==> src/hdl/ubios_pkg.sv <==
package ubios_pkg;

   // ring geometry
   localparam int RING_DEPTH = 64;
   localparam int IDX_W      = (RING_DEPTH > 1) ? $clog2(RING_DEPTH) : 1;
   localparam int CNT_W      = $clog2(RING_DEPTH + 1);
   localparam int SUM_W      = CNT_W + 1;

   // request operation codes
   typedef enum logic [1:0] {
      OP_RX_BYTE  = 2'd0,
      OP_TX_READY = 2'd1,
      OP_READ     = 2'd2,
      OP_PUT      = 2'd3
   } op_type;

   // controls into one ring for the current word
   typedef struct packed {
      logic       push;
      logic       pop;
      logic [7:0] data;
   } ring_ctrl_type;

   // ring status seen by the request logic
   typedef struct packed {
      logic       empty;
      logic       full;
      logic       multi;
      logic [7:0] head_data;
   } ring_stat_type;

endpackage

==> src/hdl/ubios_ring.sv <==
module ubios_ring (
   input  logic                   clock,
   input  logic                   reset,
   input  ubios_pkg::ring_ctrl_type ctrl,
   output ubios_pkg::ring_stat_type stat
);
   import ubios_pkg::*;

   logic [7:0]       mem [RING_DEPTH];
   logic [IDX_W-1:0] head_ff, head_in, tail;
   logic [CNT_W-1:0] count_ff, count_in;
   logic [SUM_W-1:0] tail_sum;
   logic [7:0]       rd_ff;

   // tail position, wrapped once at most
   always_comb begin
      tail_sum = SUM_W'(head_ff) + SUM_W'(count_ff);
      if (tail_sum >= SUM_W'(RING_DEPTH)) begin
         tail = IDX_W'(tail_sum - SUM_W'(RING_DEPTH));
      end else begin
         tail = IDX_W'(tail_sum);
      end
   end

   // next head and count
   always_comb begin
      head_in = head_ff;
      if (ctrl.pop) begin
         if (head_ff == IDX_W'(RING_DEPTH - 1)) begin
            head_in = '0;
         end else begin
            head_in = head_ff + 1'b1;
         end
      end
      count_in = count_ff + CNT_W'(ctrl.push) - CNT_W'(ctrl.pop);
   end

   // pointer registers
   always_ff @(posedge clock) begin
      if (reset) begin
         head_ff  <= '0;
         count_ff <= '0;
      end else begin
         head_ff  <= head_in;
         count_ff <= count_in;
      end
   end

   // storage; read port follows the next head, with bypass of a same-cycle write
   always_ff @(posedge clock) begin
      if (ctrl.push) begin
         mem[tail] <= ctrl.data;
      end
      if (ctrl.push && (tail == head_in)) begin
         rd_ff <= ctrl.data;
      end else begin
         rd_ff <= mem[head_in];
      end
   end

   // status; an empty ring shows the word being pushed so push and pop can pair
   always_comb begin
      stat.empty     = (count_ff == '0);
      stat.full      = (count_ff == CNT_W'(RING_DEPTH));
      stat.multi     = (count_ff > CNT_W'(1));
      stat.head_data = stat.empty ? ctrl.data : rd_ff;
   end

endmodule

==> src/hdl/uart_buffered_io_server.sv <==
// channel   ports                                  handshake
// request   req_operation .. req_line_busy         accepted when start && !busy
// result    rsp_deliver_valid .. rsp_dropped       valid for one cycle with rsp_strobe
//
// one request word is taken every cycle; busy stays low
// the result appears in the cycle after its request, from the result register
// back-to-back pops work because each ring's head-read register follows the next head
// synchronous reset empties all three rings; ring storage itself is not cleared
// the receiver cannot stall, so no result is ever held back
module uart_buffered_io_server (
   input  logic                  clock,
   input  logic                  reset,
   input  logic                  start,
   output logic                  busy,
   input  logic [1:0]            req_operation,
   input  logic [7:0]            req_requester_id,
   input  logic [7:0]            req_data_byte,
   input  logic                  req_last_of_put,
   input  logic                  req_line_busy,
   output logic                  rsp_strobe,
   output logic                  rsp_deliver_valid,
   output logic [7:0]            rsp_deliver_id,
   output logic [7:0]            rsp_deliver_byte,
   output logic                  rsp_reader_parked,
   output logic                  rsp_line_write_valid,
   output logic [7:0]            rsp_line_write_byte,
   output logic                  rsp_tx_irq_enable,
   output logic                  rsp_dropped
);
   import ubios_pkg::*;

   ring_ctrl_type rx_ctrl, rdr_ctrl, tx_ctrl;
   ring_stat_type rx_st, rdr_st, tx_st;

   logic       accept;
   op_type     op;
   logic       attempt;
   logic       irq_after_pop;

   logic       strobe_ff;
   logic       deliver_valid_ff, deliver_valid_in;
   logic [7:0] deliver_id_ff, deliver_id_in;
   logic [7:0] deliver_byte_ff, deliver_byte_in;
   logic       parked_ff, parked_in;
   logic       write_valid_ff, write_valid_in;
   logic [7:0] write_byte_ff, write_byte_in;
   logic       irq_ff, irq_in;
   logic       dropped_ff, dropped_in;

   assign busy   = 1'b0;
   assign accept = start && !busy;
   assign op     = op_type'(req_operation);

   // rings
   ubios_ring u_rx_ring  (.clock(clock), .reset(reset), .ctrl(rx_ctrl),  .stat(rx_st));
   ubios_ring u_rdr_ring (.clock(clock), .reset(reset), .ctrl(rdr_ctrl), .stat(rdr_st));
   ubios_ring u_tx_ring  (.clock(clock), .reset(reset), .ctrl(tx_ctrl),  .stat(tx_st));

   // request decode and ring control
   always_comb begin
      rx_ctrl          = '{push: 1'b0, pop: 1'b0, data: req_data_byte};
      rdr_ctrl         = '{push: 1'b0, pop: 1'b0, data: req_requester_id};
      tx_ctrl          = '{push: 1'b0, pop: 1'b0, data: req_data_byte};
      attempt          = 1'b0;
      irq_after_pop    = 1'b0;
      deliver_valid_in = 1'b0;
      deliver_id_in    = '0;
      deliver_byte_in  = '0;
      parked_in        = 1'b0;
      write_valid_in   = 1'b0;
      write_byte_in    = '0;
      irq_in           = 1'b0;
      dropped_in       = 1'b0;
      case (op)
         OP_RX_BYTE: begin
            if (!rdr_st.empty) begin
               deliver_valid_in = 1'b1;
               deliver_id_in    = rdr_st.head_data;
               deliver_byte_in  = req_data_byte;
               rdr_ctrl.pop     = accept;
            end else if (rx_st.full) begin
               dropped_in = 1'b1;
            end else begin
               rx_ctrl.push = accept;
            end
         end
         OP_TX_READY: begin
            attempt       = !tx_st.empty;
            irq_after_pop = tx_st.multi;
         end
         OP_READ: begin
            if (!rx_st.empty) begin
               deliver_valid_in = 1'b1;
               deliver_id_in    = req_requester_id;
               deliver_byte_in  = rx_st.head_data;
               rx_ctrl.pop      = accept;
            end else if (rdr_st.full) begin
               dropped_in = 1'b1;
            end else begin
               rdr_ctrl.push = accept;
               parked_in     = 1'b1;
            end
         end
         OP_PUT: begin
            // a put byte lands first, then the last byte tries to send
            if (tx_st.full) begin
               dropped_in    = 1'b1;
               irq_after_pop = 1'b1;
            end else begin
               tx_ctrl.push  = accept;
               irq_after_pop = !tx_st.empty;
            end
            attempt = req_last_of_put;
         end
         default: begin
            dropped_in = 1'b0;
         end
      endcase

      // transmit attempt
      if (attempt) begin
         if (req_line_busy) begin
            irq_in = 1'b1;
         end else begin
            write_valid_in = 1'b1;
            write_byte_in  = tx_st.head_data;
            tx_ctrl.pop    = accept;
            irq_in         = irq_after_pop;
         end
      end
   end

   // result register
   always_ff @(posedge clock) begin
      if (reset) begin
         strobe_ff <= 1'b0;
      end else begin
         strobe_ff <= accept;
      end
      deliver_valid_ff <= deliver_valid_in;
      deliver_id_ff    <= deliver_id_in;
      deliver_byte_ff  <= deliver_byte_in;
      parked_ff        <= parked_in;
      write_valid_ff   <= write_valid_in;
      write_byte_ff    <= write_byte_in;
      irq_ff           <= irq_in;
      dropped_ff       <= dropped_in;
   end

   assign rsp_strobe           = strobe_ff;
   assign rsp_deliver_valid    = deliver_valid_ff;
   assign rsp_deliver_id       = deliver_id_ff;
   assign rsp_deliver_byte     = deliver_byte_ff;
   assign rsp_reader_parked    = parked_ff;
   assign rsp_line_write_valid = write_valid_ff;
   assign rsp_line_write_byte  = write_byte_ff;
   assign rsp_tx_irq_enable    = irq_ff;
   assign rsp_dropped          = dropped_ff;

   // waiting readers and buffered bytes never coexist
   a_rx_or_readers : assert property (@(posedge clock) disable iff (reset)
      rx_st.empty || rdr_st.empty)
      else $error("receive ring and reader ring both hold entries");

   // a word is either delivered, parked or dropped on the read side
   a_read_outcome : assert property (@(posedge clock) disable iff (reset)
      rsp_strobe |-> !(rsp_deliver_valid && (rsp_reader_parked || rsp_dropped)))
      else $error("read-side outcomes overlap");

   // a write to the line only follows a transmit-side request
   a_write_source : assert property (@(posedge clock) disable iff (reset)
      accept && write_valid_in |=>
         rsp_line_write_valid && ($past(op) == OP_TX_READY || $past(op) == OP_PUT))
      else $error("line write from a non-transmit request");

endmodule
==> config.mk <==
export PLATFORM = sky130hd
export DESIGN_NAME = uart_buffered_io_server
export DESIGN_NICKNAME = d
export VERILOG_FILES = /design/src/hdl/ubios_pkg.sv /design/src/hdl/ubios_ring.sv /design/src/hdl/uart_buffered_io_server.sv
export SDC_FILE = /design/constraint.sdc
export NUM_CORES = 2
export LEC_CHECK = 0
export BUFFER_PORTS_ARGS = -buffer_cell sky130_fd_sc_hd__buf_2
export CAP_MARGIN = 20
export CORE_ASPECT_RATIO = 0.5
export CORE_MARGIN = 2
export CORE_UTILIZATION = 60
export DETAILED_ROUTE_END_ITERATION = 10
export GPL_ROUTABILITY_DRIVEN = 1
export PLACE_DENSITY = 0.76
export SLEW_MARGIN = 20
export SYNTH_ARGS = -nofsm -noshare
export SYNTH_HDL_FRONTEND = slang
export SYNTH_HIERARCHICAL = 1
export SYNTH_SLANG_ARGS = --single-unit
==> constraint.sdc <==
create_clock -name clock -period 6.11 [get_ports clock]
set_input_delay 0.3055 -clock clock [delete_from_list [all_inputs] [get_ports clock]]
set_output_delay 0.3055 -clock clock [all_outputs]
set_load 0.01 [all_outputs]
======== After elaboration in Yosys (flattened, before gate mapping) ========
Memories as Yosys holds them, arrays and structs flattened. A register that Yosys moved wholly into a read port is not among the register bits.
Index checks and enable logic that the tools add are counted.
storage, ports and cells
  flip-flop bits (word level) ............. 69
  logic and storage cells ................. 105
  memories kept ........................... 3
  bits of input ports ..................... 23
  output and inout port bits .............. 31
  memory bits (writable) .................. 1,536
operators by class
  bitwise gates (word level) .............. 1
  reduce and logical (&&, ||, !) cells .... 7
  equality and inequality tests ........... 9
  order comparisons ....................... 4
  add/subtract/negate cells ............... 15
  mux-type cells .......................... 51
memories
  name            words  bits a word  rd ports  clocked after Yosys merged registers in  wr ports  RTL line         source
  u_rdr_ring.mem  64     8            1         1                                        1         ubios_ring.sv:9  logic [7:0] mem [RING_DEPTH];
  u_rx_ring.mem   64     8            1         1                                        1         ubios_ring.sv:9
  u_tx_ring.mem   64     8            1         1                                        1         ubios_ring.sv:9
operator list
  operator               count
  $mux W6                9
  $mux W8                5
  $pmux W8 S2            2
  $mux W1                31
  $add A6 B7 Y8          3
  $ge A8 B7 Y1 const B   3
  $add A7 B1 Y7          3
  $eq A7 B7 Y1 const B   3
  $logic_not A7 Y1       3
  $sub A7 B1 Y7          3
  $add A6 B1 Y6 const B  3
  $eq A6 B6 Y1 const B   3
  $sub A6 B1 Y6 const B  3
  $gt A7 B1 Y1 const B   1
  $pmux W1 S2            3
  $eq A2 B2 Y1 const B   2
  $pmux W1 S3            1
  $eq A2 B1 Y1 const B   1
  $logic_not A2 Y1       1
  $reduce_and A2 Y1      1
  $reduce_or A2 Y1       1
  $logic_not A1 Y1       1
  $not A1 Y1             1

======== Depth between registers and ports, before layout ========
  depth after elaboration ................. 6
  gate-level depth with buffers ........... 19
  gate-level depth less buffers ........... 18

======== Modules after synthesis ========
The synthesis kept the hierarchy.
by module, submodules not included
  module                       instances  sequential area each (um^2)  area an instance (um^2)  cells each
  ubios_ring (u_rdr_ring ...)  2          15,755.1                     21,363.0                 1,168
  ubios_ring (u_tx_ring)       1          15,755.1                     21,359.2                 1,167
  uart_buffered_io_server      1          600.6                        1,012.2                  84

======== Least setup slack after synthesis ========
OpenSTA, ideal clock, no wires.
  kind .................................... register -> register
  start ................................... register u_rdr_ring.count_ff[3]
  end ..................................... register u_rdr_ring.count_ff[6]
  setup slack ............................. 2.479 ns
  cell stages (with the launch flop) ...... 19
  path buffers ............................ 2
  required time ........................... 6.039 ns
  setup time .............................. 0.071 ns
  period minus slack after synthesis ...... 3.631 ns
  data arrival time ....................... 3.560 ns
  path through ............................ dfxtp_1 inv_1 ha_1 nand3_1 nor3_1 clkbuf_1 nor3_2 buf_4 and2_1 ha_1 inv_1 ha_1 fa_1 nor2b_1 o21a_1 o21bai_1 a21oi_1 or3_1 a21oi_1
RTL lines
  what                      RTL line          source
  start: declaration        ubios_ring.sv:11  logic [CNT_W-1:0] count_ff, count_in;
  start signal: assignment  ubios_ring.sv:45  count_ff <= count_in;

==> metrics.csv <==
stage;metric;value;unit
run_status;outcome;finished, final reports clean;
sta;fin_crit;4.139;ns
setup_path;cp_num_buf_inv;1;
sta;setup_viol;0;
synthesis;syn_nets;3653;
global_route;grt_max_degree;111;
global_route;grt_pass1_wl;208.3;mm
place;port_buffers;52;
finish;fin_area;0.07129;mm2
clock_tree;root_buffer;clkbuf_16;
sta;fin_crit_sh;0.6774;
place;placed_cell_area;0.06661;mm2
sta;final_max_slew_viol_count;0;
power;power;23.51;mW
place;dp_slack;2.174;ns
setup_path;path_delay_family;simple AND/OR/NAND/NOR gates;
detailed_routing;avgViaCountPerCell;6.453;
detailed_routing;dr_wl_met2;65.15;mm
floorplan;die_h;236.7;um
setup_path;worstPathMaxFanout;14;
synthesis;synth_area;0.06496;mm2
setup_path;worstPathRequired;6.49;ns
floorplan;die_area;0.1111;mm2
floorplan;die_w;469.4;um
detailed_routing;totalWireLength;139.4;mm
finish;num-nets-final;3734;
detailed_routing;drtIter0Drc;3809;
sta;hold_viol_final;0;
floorplan;ios;54;
floorplan;rows;85;
job;cap_violations;0;
detailed_routing;drc;0;
place;dp_cells;4935;
power;vdd_drop_max;0.2845;mV
setup_path;cp.arrival;4.52;ns
detailed_routing;via_count;33520;
clock_tree;clock_latency;0.77;ns
clock_tree;clock_path_buffers;3;
sta;fmax;241.6;MHz
floorplan;initial_core_util;0.6048;
detailed_routing;route.met3.wl;13.80;mm
clock_tree;clkSlewWorstSetupHoldPaths;0.07;ns
sta;final.setup_skew;0.03455;ns
detailed_routing;drt-wirelength-per-cell;26.84;um
power;powerDensity;329.7;mW/mm2
sta;worst_pin_slew;1.090;ns
detailed_routing;wl_met1;56.93;mm
synthesis;synth.yosys.warnings;6;
synthesis;netlist_instances;3567;
finish;area_growth;9.734;%
setup_path;cpPeakStageDelay;0.97;ns
setup_path;worstSetupPathType;reg -> reg;
finish;drive_gt1_frac;0.2390;
sta;whs;0.02794;ns
sta;slew_headroom;0.2719;
clock_tree;cts_tree;done;
global_route;antenna_found_initial;3;
power;power.leakage;22.34;nW
clock_tree;htree_levels;4;
place;gp_congestion;0.9046;
finish;utilization;0.6637;
detailed_routing;dr.max_layer_used;met5;
worst_hold_path;hp-class;in -> reg;
clock_tree;cts_sinks;1623;
place;dp_hpwl;82.31;mm
clock_tree;cts-buffers-inserted;136;
global_route;first_global_vias;33420;
sta;setup_tns;0;ns
global_route;grt.overflow.total;0;
setup_path;path_cells;inv_1 -> ha_1 -> nand3_1 -> nor3_2 -> and4b_1 -> nand4_1 -> nor2_1;
clock_tree;cts-resized-gates;0;
sta;fin_ws;1.971;ns
setup_path;start_kind;register;
finish;stdcell_count;5194;
global_route;track_usage;0.2513;
setup_path;cpMaxStageDelayCell;nor2_1;
sta;rsz0062_at_grt;false;
detailed_routing;drtAntennaViolNets;0;
detailed_routing;drtPass1Iterations;6;
synthesis;syn_area_per_cell;18.21;um2
setup_path;endpoint_kind;register;
floorplan;core-area;0.1074;mm2
[routing by layer]
| layer | track usage | vias up |
|---|---|---|
| met5 | 0 | - |
| met4 | 0.08012 | 2 |
| met3 | 0.06097 | 228 |
| met2 | 0.3878 | 1656 |
| met1 | 0.3588 | 17230 |
| li1 | - | 14400 |
[final timing paths]
path                           from                    to  slack (ns)  depth (start not counted)
max          u_rdr_ring/count_ff[2]  u_rx_ring/mem[63][1]        1.97                          7
min                req_data_byte[2]  u_tx_ring/mem[35][2]        0.03                          1
max reg2reg  u_rdr_ring/count_ff[2]  u_rx_ring/mem[63][1]        1.97                          7
min reg2reg   u_rdr_ring/head_ff[4]              register        0.54                          1
[timing repair]
action,4_1_cts,5_1_grt
setup buffers,0,0
endpoints found under the hold margin,46,0
hold buffers,10,0
[layout by cell type (no fill, tap or decap), drive strengths merged, types with 24 or more instances in the layout]
master / n
edfxtp: 1536
mux2: 387
nor2: 303
mux4: 216
o22ai: 193
clkbuf: 174
nand2: 105
buf: 103
dfxtp: 87
ha: 57
nor2b: 52
inv: 49
a21oi: 47
a22oi: 46
clkinv: 40
nand3: 39
nor3: 27
xnor2: 25
a211oi: 25
mux2i: 24
[worst register-to-register path: stages (launching register included)]
cell and delay [ns]:
dfxtp_1 0.34, inv_1 0.12, ha_1 0.16, nand3_1 0.11, nor3_2 0.76, and4b_1 0.52, nand4_1 0.79, nor2_1 0.97
[layout make-up]
class	instances	area [um2]
well taps	1435	1795
fillers	6798	36130
diodes	2	5.005
clock inverters	73	824.5
inverters	42	157.7
multi-input cells	1732	16080
repair buffers	113	800.8
clock buffers	174	3744
flip-flops and latches	1623	47880
[flip-flops by register name, indices dropped and copies added, names as in the netlist, 7 cells and up, named ones only]
register	cells
u_rdr_ring/mem	512
u_rx_ring/mem	512
u_tx_ring/mem	512
rsp_deliver_byte	8
rsp_deliver_id	8
rsp_line_write_byte	8
u_rdr_ring/count_ff	7
u_rx_ring/count_ff	7
u_tx_ring/count_ff	7
[power by group]
| part | internal, mW | switching (mW) | leakage, nW | total [mW] |
|---|---|---|---|---|
| clock | 5.04 | 3.91 | 2.21 | 8.95 |
| sequential | 12.3 | 0.0849 | 14.5 | 12.4 |
| combinational | 0.746 | 1.44 | 5.61 | 2.18 |
(Power assumes the default switching activity.)
